--- config.mk ---
export PLATFORM = sky130hd
export DESIGN_NAME = ordered_key_value_table_top_flat
export DESIGN_NICKNAME = d
export VERILOG_FILES = /design/src/sv/okvt_pkg.sv /design/src/sv/okvt_if.sv /design/src/sv/okvt_cell.sv /design/src/sv/ordered_key_value_table_top.sv /design/src/flat_wrapper.sv
export SDC_FILE = /design/constraint.sdc
export NUM_CORES = 2
export LEC_CHECK = 0
export BUFFER_PORTS_ARGS = -buffer_cell sky130_fd_sc_hd__buf_2
export CELL_PAD_IN_SITES_DETAIL_PLACEMENT = 2
export CELL_PAD_IN_SITES_GLOBAL_PLACEMENT = 2
export CORE_MARGIN = 4
export CORE_UTILIZATION = 30
export CTS_CLUSTER_SIZE = 16
export DETAILED_ROUTE_END_ITERATION = 8
export MAX_ROUTING_LAYER = met4
export PLACE_DENSITY_LB_ADDON = 0.1
export SETUP_SLACK_MARGIN = 0.02
export SLEW_MARGIN = 20
export SYNTH_ARGS = -nofsm -noshare
export SYNTH_HDL_FRONTEND = slang
export SYNTH_SLANG_ARGS = --single-unit
--- constraint.sdc ---
create_clock -name i_clk -period 10.2 [get_ports i_clk]
set_clock_uncertainty 0.05 [all_clocks]
set_input_delay 0 -clock i_clk [delete_from_list [all_inputs] [get_ports i_clk]]
set_output_delay 0 -clock i_clk [all_outputs]
set_load 0.02 [all_outputs]
--- src/sv/okvt_pkg.sv ---
// ----------------------------------------------------------------------------
// Ordered key/value table package
// Shared widths, operation and status codes, and the control word that
// travels with an item along the row of table cells.
// ----------------------------------------------------------------------------
`default_nettype none

package okvt_pkg;

    localparam int DATA_W   = 32;
    localparam int OPCODE_W = 3;
    localparam int STATUS_W = 2;
    localparam int COUNT_W  = 5;

    localparam int DEFAULT_CAPACITY    = 16;
    localparam int DEFAULT_KEY_WIDTH   = 32;
    localparam int DEFAULT_VALUE_WIDTH = 32;

    localparam logic [OPCODE_W-1:0] OP_LOOKUP       = 3'd0;
    localparam logic [OPCODE_W-1:0] OP_ENTER        = 3'd1;
    localparam logic [OPCODE_W-1:0] OP_REMOVE_VALUE = 3'd2;
    localparam logic [OPCODE_W-1:0] OP_REMOVE_KEY   = 3'd3;
    localparam logic [OPCODE_W-1:0] OP_CLEAR        = 3'd4;

    localparam logic [STATUS_W-1:0] ST_OK    = 2'd0;
    localparam logic [STATUS_W-1:0] ST_NOKEY = 2'd1;
    localparam logic [STATUS_W-1:0] ST_FULL  = 2'd2;

    typedef struct packed {
        logic                vld;
        logic [OPCODE_W-1:0] op;
        logic                hit;
        logic                del;
        logic                done;
    } t_tok_ctl;

endpackage

`default_nettype wire

--- src/sv/okvt_if.sv ---
// ----------------------------------------------------------------------------
// Ordered key/value table channels
// Request and response channels with a valid/ready handshake.
// ----------------------------------------------------------------------------
`default_nettype none

interface okvt_req_if;
    logic                          valid;
    logic                          ready;
    logic [okvt_pkg::OPCODE_W-1:0] opcode;
    logic [okvt_pkg::DATA_W-1:0]   key_in;
    logic [okvt_pkg::DATA_W-1:0]   value_in;

    modport source (output valid, output opcode, output key_in, output value_in,
                     input ready);
    modport sink   (input valid, input opcode, input key_in, input value_in,
                     output ready);
endinterface

interface okvt_rsp_if #(
    parameter int CNT_W = okvt_pkg::COUNT_W
);
    logic                          valid;
    logic                          ready;
    logic                          found;
    logic [okvt_pkg::DATA_W-1:0]   value_out;
    logic [okvt_pkg::STATUS_W-1:0] status;
    logic [CNT_W-1:0]              entry_count;

    modport source (output valid, output found, output value_out, output status,
                     output entry_count, input ready);
    modport sink   (input valid, input found, input value_out, input status,
                     input entry_count, output ready);
endinterface

`default_nettype wire

--- src/sv/okvt_cell.sv ---
// ----------------------------------------------------------------------------
// Ordered key/value table cell
// Holds one table entry and steps the item passing through it one place on.
// ----------------------------------------------------------------------------
`default_nettype none

module okvt_cell #(
    parameter int KEY_WIDTH   = okvt_pkg::DEFAULT_KEY_WIDTH,
    parameter int VALUE_WIDTH = okvt_pkg::DEFAULT_VALUE_WIDTH
) (
    input  wire logic                   i_clk,
    input  wire logic                   i_rst_n,
    input  wire okvt_pkg::t_tok_ctl     i_ctl,
    input  wire logic [KEY_WIDTH-1:0]   i_key,
    input  wire logic [VALUE_WIDTH-1:0] i_value,
    input  wire logic [VALUE_WIDTH-1:0] i_vout,
    input  wire logic                   i_nb_valid,
    input  wire logic [KEY_WIDTH-1:0]   i_nb_key,
    input  wire logic [VALUE_WIDTH-1:0] i_nb_value,
    output okvt_pkg::t_tok_ctl          o_ctl,
    output logic [KEY_WIDTH-1:0]        o_key,
    output logic [VALUE_WIDTH-1:0]      o_value,
    output logic [VALUE_WIDTH-1:0]      o_vout,
    output logic                        o_ent_valid,
    output logic [KEY_WIDTH-1:0]        o_ent_key,
    output logic [VALUE_WIDTH-1:0]      o_ent_value
);

    logic                   r_valid, n_valid;
    logic [KEY_WIDTH-1:0]   r_key, n_key;
    logic [VALUE_WIDTH-1:0] r_value, n_value;
    okvt_pkg::t_tok_ctl     r_ctl, n_ctl;
    logic [KEY_WIDTH-1:0]   r_tkey;
    logic [VALUE_WIDTH-1:0] r_tvalue;
    logic [VALUE_WIDTH-1:0] r_vout, n_vout;
    logic                   w_match_key, w_match_val;

    assign w_match_key = r_valid && (r_key == i_key);
    assign w_match_val = r_valid && (r_value == i_value);

    always_comb begin
        n_valid = r_valid;
        n_key   = r_key;
        n_value = r_value;
        n_ctl   = i_ctl;
        n_vout  = i_vout;
        if (i_ctl.vld) begin
            unique case (i_ctl.op) inside
                okvt_pkg::OP_LOOKUP: begin
                    if (!i_ctl.hit && w_match_key) begin
                        n_ctl.hit = 1'b1;
                        n_vout    = r_value;
                    end
                end
                okvt_pkg::OP_ENTER: begin
                    if (!i_ctl.hit && w_match_key) begin
                        n_ctl.hit = 1'b1;
                        n_value   = i_value;
                    end else if (!i_ctl.hit && !i_ctl.done && !r_valid) begin
                        n_ctl.done = 1'b1;
                        n_valid    = 1'b1;
                        n_key      = i_key;
                        n_value    = i_value;
                    end
                end
                okvt_pkg::OP_REMOVE_VALUE, okvt_pkg::OP_REMOVE_KEY: begin
                    if (i_ctl.del || (i_ctl.op == okvt_pkg::OP_REMOVE_VALUE
                                      ? w_match_val : w_match_key)) begin
                        n_ctl.hit = 1'b1;
                        n_ctl.del = 1'b1;
                        n_valid   = i_nb_valid;
                        n_key     = i_nb_key;
                        n_value   = i_nb_value;
                    end
                end
                okvt_pkg::OP_CLEAR: begin
                    n_valid = 1'b0;
                end
                default: begin
                end
            endcase
        end
    end

    always_ff @(posedge i_clk) begin
        if (!i_rst_n) begin
            r_valid <= 1'b0;
            r_ctl   <= '0;
        end else begin
            r_valid <= n_valid;
            r_ctl   <= n_ctl;
        end
        r_key    <= n_key;
        r_value  <= n_value;
        r_tkey   <= i_key;
        r_tvalue <= i_value;
        r_vout   <= n_vout;
    end

    assign o_ctl       = r_ctl;
    assign o_key       = r_tkey;
    assign o_value     = r_tvalue;
    assign o_vout      = r_vout;
    assign o_ent_valid = r_valid;
    assign o_ent_key   = r_key;
    assign o_ent_value = r_value;

    a_enter_fills_free: assert property (@(posedge i_clk) disable iff (!i_rst_n)
        (i_ctl.vld && i_ctl.op == okvt_pkg::OP_ENTER && !i_ctl.hit && !i_ctl.done
         && !r_valid) |=> (r_valid && r_ctl.done))
        else $error("enter did not fill the first free entry");

    a_remove_shifts: assert property (@(posedge i_clk) disable iff (!i_rst_n)
        (i_ctl.vld && i_ctl.del) |=> (r_valid == $past(i_nb_valid)))
        else $error("removal did not close the gap");

    a_clear_empties: assert property (@(posedge i_clk) disable iff (!i_rst_n)
        (i_ctl.vld && i_ctl.op == okvt_pkg::OP_CLEAR) |=> !r_valid)
        else $error("clear left an entry valid");

endmodule

`default_nettype wire

--- src/sv/ordered_key_value_table_top.sv ---
// ----------------------------------------------------------------------------
// Ordered key/value table
// Row of CAPACITY entry cells holding unique keys in insertion order.
// ----------------------------------------------------------------------------
// Each item steps through the row of cells one cell per cycle, and its result
// is registered once it leaves the last cell. The block works on one item at
// a time. A new item may be accepted in the cycle in which the previous result
// is taken. Keys and values are held in KEY_WIDTH and VALUE_WIDTH bits; wider
// input bits are dropped.
`default_nettype none

module ordered_key_value_table_top #(
    parameter int CAPACITY    = okvt_pkg::DEFAULT_CAPACITY,
    parameter int KEY_WIDTH   = okvt_pkg::DEFAULT_KEY_WIDTH,
    parameter int VALUE_WIDTH = okvt_pkg::DEFAULT_VALUE_WIDTH
) (
    input  wire logic    i_clk,
    input  wire logic    i_rst_n,
    okvt_req_if.sink     i_req,
    okvt_rsp_if.source   o_rsp
);

    localparam int CNT_W = $clog2(CAPACITY + 1);

    okvt_pkg::t_tok_ctl     w_ctl   [CAPACITY+1];
    logic [KEY_WIDTH-1:0]   w_key   [CAPACITY+1];
    logic [VALUE_WIDTH-1:0] w_value [CAPACITY+1];
    logic [VALUE_WIDTH-1:0] w_vout  [CAPACITY+1];
    logic [CAPACITY-1:0]    w_ent_valid;
    logic [KEY_WIDTH-1:0]   w_ent_key   [CAPACITY];
    logic [VALUE_WIDTH-1:0] w_ent_value [CAPACITY];

    okvt_pkg::t_tok_ctl     r_ctl0;
    logic [KEY_WIDTH-1:0]   r_key0;
    logic [VALUE_WIDTH-1:0] r_value0;
    logic                   r_inflight;
    logic [CNT_W-1:0]       r_count, n_count;
    logic                   r_out_vld;
    logic                   r_out_found;
    logic [okvt_pkg::DATA_W-1:0]   r_out_value;
    logic [okvt_pkg::STATUS_W-1:0] r_out_status, n_status;
    logic                   w_in_acc, w_out_acc;
    okvt_pkg::t_tok_ctl     w_ex;

    assign w_out_acc   = r_out_vld && o_rsp.ready;
    assign i_req.ready = !r_inflight && (!r_out_vld || o_rsp.ready);
    assign w_in_acc    = i_req.valid && i_req.ready;

    always_ff @(posedge i_clk) begin
        if (!i_rst_n) begin
            r_ctl0 <= '0;
        end else begin
            r_ctl0 <= '{vld: w_in_acc, op: i_req.opcode, hit: 1'b0, del: 1'b0,
                        done: 1'b0};
        end
        r_key0   <= KEY_WIDTH'(i_req.key_in);
        r_value0 <= VALUE_WIDTH'(i_req.value_in);
    end

    assign w_ctl[0]   = r_ctl0;
    assign w_key[0]   = r_key0;
    assign w_value[0] = r_value0;
    assign w_vout[0]  = '0;

    for (genvar g = 0; g < CAPACITY; g++) begin : g_cell
        logic                   w_nb_valid;
        logic [KEY_WIDTH-1:0]   w_nb_key;
        logic [VALUE_WIDTH-1:0] w_nb_value;

        if (g + 1 < CAPACITY) begin : g_nb
            assign w_nb_valid = w_ent_valid[g+1];
            assign w_nb_key   = w_ent_key[g+1];
            assign w_nb_value = w_ent_value[g+1];
        end else begin : g_end
            assign w_nb_valid = 1'b0;
            assign w_nb_key   = '0;
            assign w_nb_value = '0;
        end

        okvt_cell #(
            .KEY_WIDTH   (KEY_WIDTH),
            .VALUE_WIDTH (VALUE_WIDTH)
        ) u_cell (
            .i_clk       (i_clk),
            .i_rst_n     (i_rst_n),
            .i_ctl       (w_ctl[g]),
            .i_key       (w_key[g]),
            .i_value     (w_value[g]),
            .i_vout      (w_vout[g]),
            .i_nb_valid  (w_nb_valid),
            .i_nb_key    (w_nb_key),
            .i_nb_value  (w_nb_value),
            .o_ctl       (w_ctl[g+1]),
            .o_key       (w_key[g+1]),
            .o_value     (w_value[g+1]),
            .o_vout      (w_vout[g+1]),
            .o_ent_valid (w_ent_valid[g]),
            .o_ent_key   (w_ent_key[g]),
            .o_ent_value (w_ent_value[g])
        );
    end

    assign w_ex = w_ctl[CAPACITY];

    always_comb begin
        n_count  = r_count;
        n_status = okvt_pkg::ST_OK;
        unique case (w_ex.op)
            okvt_pkg::OP_ENTER: begin
                if (w_ex.done) begin
                    n_count = r_count + CNT_W'(1);
                end else if (!w_ex.hit) begin
                    n_status = okvt_pkg::ST_FULL;
                end
            end
            okvt_pkg::OP_REMOVE_VALUE: begin
                if (w_ex.hit) begin
                    n_count = r_count - CNT_W'(1);
                end
            end
            okvt_pkg::OP_REMOVE_KEY: begin
                if (w_ex.hit) begin
                    n_count = r_count - CNT_W'(1);
                end else begin
                    n_status = okvt_pkg::ST_NOKEY;
                end
            end
            okvt_pkg::OP_CLEAR: begin
                n_count = '0;
            end
            default: begin
            end
        endcase
    end

    always_ff @(posedge i_clk) begin
        if (!i_rst_n) begin
            r_inflight <= 1'b0;
            r_out_vld  <= 1'b0;
            r_count    <= '0;
        end else begin
            if (w_in_acc) begin
                r_inflight <= 1'b1;
            end else if (w_ex.vld) begin
                r_inflight <= 1'b0;
            end
            if (w_ex.vld) begin
                r_out_vld <= 1'b1;
                r_count   <= n_count;
            end else if (w_out_acc) begin
                r_out_vld <= 1'b0;
            end
        end
        if (w_ex.vld) begin
            r_out_found  <= w_ex.hit;
            r_out_value  <= okvt_pkg::DATA_W'(w_vout[CAPACITY]);
            r_out_status <= n_status;
        end
    end

    assign o_rsp.valid       = r_out_vld;
    assign o_rsp.found       = r_out_found;
    assign o_rsp.value_out   = r_out_value;
    assign o_rsp.status      = r_out_status;
    assign o_rsp.entry_count = okvt_pkg::COUNT_W'(r_count);

    a_count_tracks_cells: assert property (@(posedge i_clk) disable iff (!i_rst_n)
        !r_inflight |-> (r_count == CNT_W'($countones(w_ent_valid))))
        else $error("entry count differs from the number of valid cells");

    a_count_bounded: assert property (@(posedge i_clk) disable iff (!i_rst_n)
        r_count <= CNT_W'(CAPACITY))
        else $error("entry count above capacity");

    a_result_from_exit: assert property (@(posedge i_clk) disable iff (!i_rst_n)
        $rose(r_out_vld) |-> $past(w_ex.vld))
        else $error("result raised without an item leaving the row");

    a_exit_only_inflight: assert property (@(posedge i_clk) disable iff (!i_rst_n)
        w_ex.vld |-> r_inflight)
        else $error("item left the row with none in flight");

endmodule

`default_nettype wire

--- src/flat_wrapper.sv ---
// flat-port wrapper written by rule: the top's interface ports become plain ports
module ordered_key_value_table_top_flat 
#(
    parameter int CAPACITY    = okvt_pkg::DEFAULT_CAPACITY,
    parameter int KEY_WIDTH   = okvt_pkg::DEFAULT_KEY_WIDTH,
    parameter int VALUE_WIDTH = okvt_pkg::DEFAULT_VALUE_WIDTH
)
  (i_clk, i_rst_n, i_req_valid, i_req_opcode, i_req_key_in, i_req_value_in, i_req_ready, o_rsp_valid, o_rsp_found, o_rsp_value_out, o_rsp_status, o_rsp_entry_count, o_rsp_ready);
  okvt_req_if i_req_i ();
  okvt_rsp_if o_rsp_i ();
  input  wire logic i_clk;
  input  wire logic i_rst_n;
  input wire logic [$bits(i_req_i.valid)-1:0] i_req_valid;
  input wire logic [$bits(i_req_i.opcode)-1:0] i_req_opcode;
  input wire logic [$bits(i_req_i.key_in)-1:0] i_req_key_in;
  input wire logic [$bits(i_req_i.value_in)-1:0] i_req_value_in;
  output wire logic [$bits(i_req_i.ready)-1:0] i_req_ready;
  output wire logic [$bits(o_rsp_i.valid)-1:0] o_rsp_valid;
  output wire logic [$bits(o_rsp_i.found)-1:0] o_rsp_found;
  output wire logic [$bits(o_rsp_i.value_out)-1:0] o_rsp_value_out;
  output wire logic [$bits(o_rsp_i.status)-1:0] o_rsp_status;
  output wire logic [$bits(o_rsp_i.entry_count)-1:0] o_rsp_entry_count;
  input wire logic [$bits(o_rsp_i.ready)-1:0] o_rsp_ready;
  assign i_req_i.valid = i_req_valid;
  assign i_req_i.opcode = i_req_opcode;
  assign i_req_i.key_in = i_req_key_in;
  assign i_req_i.value_in = i_req_value_in;
  assign i_req_ready = i_req_i.ready;
  assign o_rsp_valid = o_rsp_i.valid;
  assign o_rsp_found = o_rsp_i.found;
  assign o_rsp_value_out = o_rsp_i.value_out;
  assign o_rsp_status = o_rsp_i.status;
  assign o_rsp_entry_count = o_rsp_i.entry_count;
  assign o_rsp_i.ready = o_rsp_ready;
  ordered_key_value_table_top #(.CAPACITY(CAPACITY), .KEY_WIDTH(KEY_WIDTH), .VALUE_WIDTH(VALUE_WIDTH)) u_core (.i_clk(i_clk), .i_rst_n(i_rst_n), .i_req(i_req_i), .o_rsp(o_rsp_i));
endmodule
==> tab_implementation.tex <==
\begin{tabular}{lr}
\hline
Metric & Value \\
\hline
\multicolumn{2}{l}{\textbf{Finish}} \\
Non-filler cells in the finished layout & 13000 \\
\# nets final & 8423 \\
Utilization of the core after routing & 0.356 \\
Post-synthesis to final-layout area growth & 18.2\% \\
Fraction of final layout cells with drive strength greater than 1 & 0.186 \\
Filler cell count in the final layout & 33900 \\
\multicolumn{2}{l}{\textbf{Critical path}} \\
CP Launch Type & register \\
CP max stage delay & 0.64 ns \\
CP max stage cell & sky130\_fd\_sc\_hd\_\_nor4\_2 \\
Worst endpoint required time & 10.70 ns \\
CP Capture Type & register \\
CP arrival & 4.35 ns \\
Crit-path cells & xor2\_1 -> nor4\_1 -> nand4\_1 -> nor4\_2 -> a211oi\_1 -> a2111oi\_2 -> buf\_4 \\
Highest net fanout along the worst path & 32 \\
Crit Path Category & reg -> reg \\
\multicolumn{2}{l}{\textbf{Power}} \\
Share of power burned in combinational logic & 0.027 \\
Leakage power & 44.2 nW \\
Worst IR drop on VDD & 146 µV \\
Int Pwr & 18.6 mW \\
Switching share of power & 0.221 \\
Total power per unit cell area & 203 nW/µm² \\
Clk network pwr share & 0.479 \\
Switching Power & 5.28 mW \\
Portion of total power attributed to sequential cells & 0.494 \\
\multicolumn{2}{l}{\textbf{Synthesis}} \\
Post-synthesis instance total & 7956 \\
Number of synthesis warnings & 0 \\
Post-synthesis net count & 8031 \\
Main synth FF type & sky130\_fd\_sc\_hd\_\_dfxtp\_1 \\
Post-synth design cell area & 99700 µm² \\
Number of synthesized flops with an enable pin & 1059 \\
Avg Cell Area, Syn & 12.5 µm² \\
Seq cells post-synth & 2733 \\
Number of library cell types mapped by synthesis & 75 \\
Seq/Total Area, Yosys & 0.655 \\
Proportion of register bits with asynchronous set or reset after synthesis & 0 \\
\multicolumn{2}{l}{\textbf{Min path}} \\
Worst min path class & in -> reg \\
\multicolumn{2}{l}{\textbf{Routing}} \\
DRC & 0 \\
Detail-routed net length per standard cell & 23.4 µm \\
Number of DRC markers in iteration 0 & 2604 \\
Wire length reported by the detailed router & 303 mm \\
Remaining number of nets flagged by the antenna check after routing & 0 \\
Length of the first detailed-routing pass in iterations & 5 \\
Vias/cell & 4.50 \\
Total number of vias & 58400 \\
\multicolumn{2}{l}{\textbf{Timing}} \\
Max Clk Rate & 260 MHz \\
TNS Setup & 0 ns \\
Worst slew pin tran & 1.04 ns \\
Max Slew Vio Count & 0 \\
Worst slew margin relative to its limit & 0.300 \\
RSZ-0062 raised after global routing & false \\
Final hold violations & 0 \\
Period utilisation layout & 0.378 \\
Final count of negative-setup-slack endpoints & 0 \\
Final Critical Period & 3.85 ns \\
\multicolumn{2}{l}{\textbf{Die}} \\
Ports & 113 \\
Width of the die & 584 µm \\
Chip Height & 584 µm \\
Starting utilization of the core area & 0.302 \\
Overall die area & 342000 µm² \\
Placement Rows & 211 \\
Core area & 331000 µm² \\
\multicolumn{2}{l}{\textbf{Global routing}} \\
Global routing usage summed across all routing layers & 0.180 \\
Number of global-route vias before repair & 64400 \\
Maximum number of pins on one net before global-route repair & 82 \\
Overall overflow remaining after global route & 0 \\
Antenna violations before repair & 4 \\
Wire length of the first global-routing pass & 455 mm \\
\multicolumn{2}{l}{\textbf{CTS}} \\
Clock edge transition at the registers on the reported setup and hold paths & 0.06 ns \\
Clock tree sinks & 2733 \\
Buffer type at the clock tree root & sky130\_fd\_sc\_hd\_\_clkbuf\_16 \\
Clock network latency to the later pin of the worst-skew pair & 0.90 ns \\
Number of post-CTS setup repair buffers & 0 \\
Cts hold-fix bufs & 142 \\
Clock tree from TritonCTS & yes \\
Clock buffer count from CTS & 314 \\
Number of instances resized during post-cts repair & 0 \\
Longest Clk Path Bufs & 4 \\
Depth of the CTS H-tree & 5 \\
\multicolumn{2}{l}{\textbf{Place}} \\
Count of buffers inserted at the top-level ports & 112 \\
HPWL after detailed placement & 222 mm \\
GP Congestion & 0.916 \\
Post-placement cell count & 12300 \\
\multicolumn{2}{l}{\textbf{Job}} \\
\# Max-Cap Violations & 0 \\
\multicolumn{2}{l}{\textbf{Outcome}} \\
Status & complete, no violations \\
\hline
\end{tabular}
## placed cells by master, fill, tap and decap left out, drive strengths merged, types with 35 or more instances in the layout
cell type    netlist  routed
nand2           1817    1817
dfxtp           1674    1674
edfxtp          1059    1059
mux2             864     864
xnor2            643     643
clkbuf           196     463
xor2             376     376
buf               68     198
nand4            193     193
and2             169     169
nor4             162     162
dlygate4sd3        0     142
nor2              86      86
clkinv             0      77
nor2b             68      68
o21ai             61      61
nor3              58      58
inv               47      57
a21oi             52      52
nand3             47      47
nand2b            35      35
## cell type report
type,count,area [µm²],share of cell area
multi-input cells,4912,33600,0.285
clock inverters,116,1100,0.00935
repair buffers,340,2880,0.0245
flip-flops and latches,2733,65300,0.554
diodes,3,7.51,0.0000637
inverters,47,176,0.00150
clock buffers,463,9260,0.0786
well taps,4366,5460,0.0464
## final timing paths
kind                                                    startpoint                                                 end  slack, ns  cells past startpoint
setup / recovery  u_core.g_cell[11].u_cell.o_ent_key[24]$_DFFE_PP_  u_core.g_cell[11].u_cell.o_ent_value[30]$_DFFE_PP_       6.35                      7
hold / removal                                             i_rst_n         u_core.g_cell[9].u_cell.o_ctl[1]$_SDFF_PN0_       0.11                      4
setup reg to reg  u_core.g_cell[11].u_cell.o_ent_key[24]$_DFFE_PP_  u_core.g_cell[11].u_cell.o_ent_value[30]$_DFFE_PP_       6.35                      7
hold reg to reg        u_core.g_cell[10].u_cell.o_value[1]$_DFF_P_         u_core.g_cell[11].u_cell.o_value[1]$_DFF_P_       0.31                      0
## critical path: cells and delay by family, from the launching register on
kind	cells	cell delay, ns
AND/OR/NAND/NOR	3	1.63
buffers and inverters	1	0.45
flip-flops	1	0.42
AO/OA/AOI/OAI	2	0.74
XOR/XNOR	1	0.19
## power by group through the flow
stage	Sequential, mW	Combinational, mW	Clock, mW
after floorplan	11.9	0.409	0
after global placement	12.0	0.618	0
after detailed placement	12.1	0.624	0
after CTS	11.8	0.681	11.8
after global routing	11.8	0.726	12.3
final	11.8	0.653	11.4
## metrics by stage
stage	instance area [µm²]	worst slack, ns	total power [mW]	hold slack, ns
after global routing	118000	6.14	24.9	0.0949
after floorplan	99700	2.63	12.3	-0.0223
after detailed placement	106000	6.06	12.7	0.0546
after global placement	106000	5.99	12.7	0.0519
final	118000	6.35	23.9	0.105
after CTS	118000	6.04	24.3	0.0632
## cells in the mapped netlist, drive strengths merged, types with 86 or more instances
library cell,number,share of area
nand2,1817,0.068
dfxtp,1674,0.34
edfxtp,1059,0.32
mux2,864,0.098
xnor2,643,0.056
xor2,376,0.033
clkbuf,196,0.0074
nand4,193,0.012
and2,169,0.011
nor4,162,0.010
nor2,86,0.0032
## routing by layer
metal  wire [µm]  GRT usage  up-vias
met2      144000      0.294      781
met1      139000      0.229    28800
li1            -          -    28200
met3        6630     0.0184      596
met4       13300     0.0723        0
met5           0          -        -
## kinds of logic (layout without fill, tap and decap cells)
logic type                 Yosys count  in the layout  synth area share
and+or+nand+nor                   2757           2757             0.126
muxes                              877            877            0.0989
DFF                               2733           2733             0.655
adders and majority gates            4              4          0.000577
xor gates and xnor gates          1019           1019            0.0895
buffers and inverters              311            966            0.0125
AOI/OAI and AO/OA                  255            255            0.0168
other                                0              3                 0
## registers in the layout (all words and copies together) (netlist names), 4 cells and up
register	flops
u_core.g_cell.u_cell.o_vout	512
u_core.g_cell.u_cell.o_key	480
u_core.g_cell.u_cell.o_ent_key	512
u_core.g_cell.u_cell.o_ctl	111
u_core.g_cell.u_cell.o_ent_valid	16
u_core.g_cell.u_cell.o_value	480
u_core.r_value0	32
u_core.o_rsp.entry_count	5
u_core.g_cell.u_cell.o_ent_value	512
u_core.r_ctl0	4
u_core.r_key0	32
u_core.o_rsp.value_out	32
No activity file was read; power rests on OpenSTA's default activity.
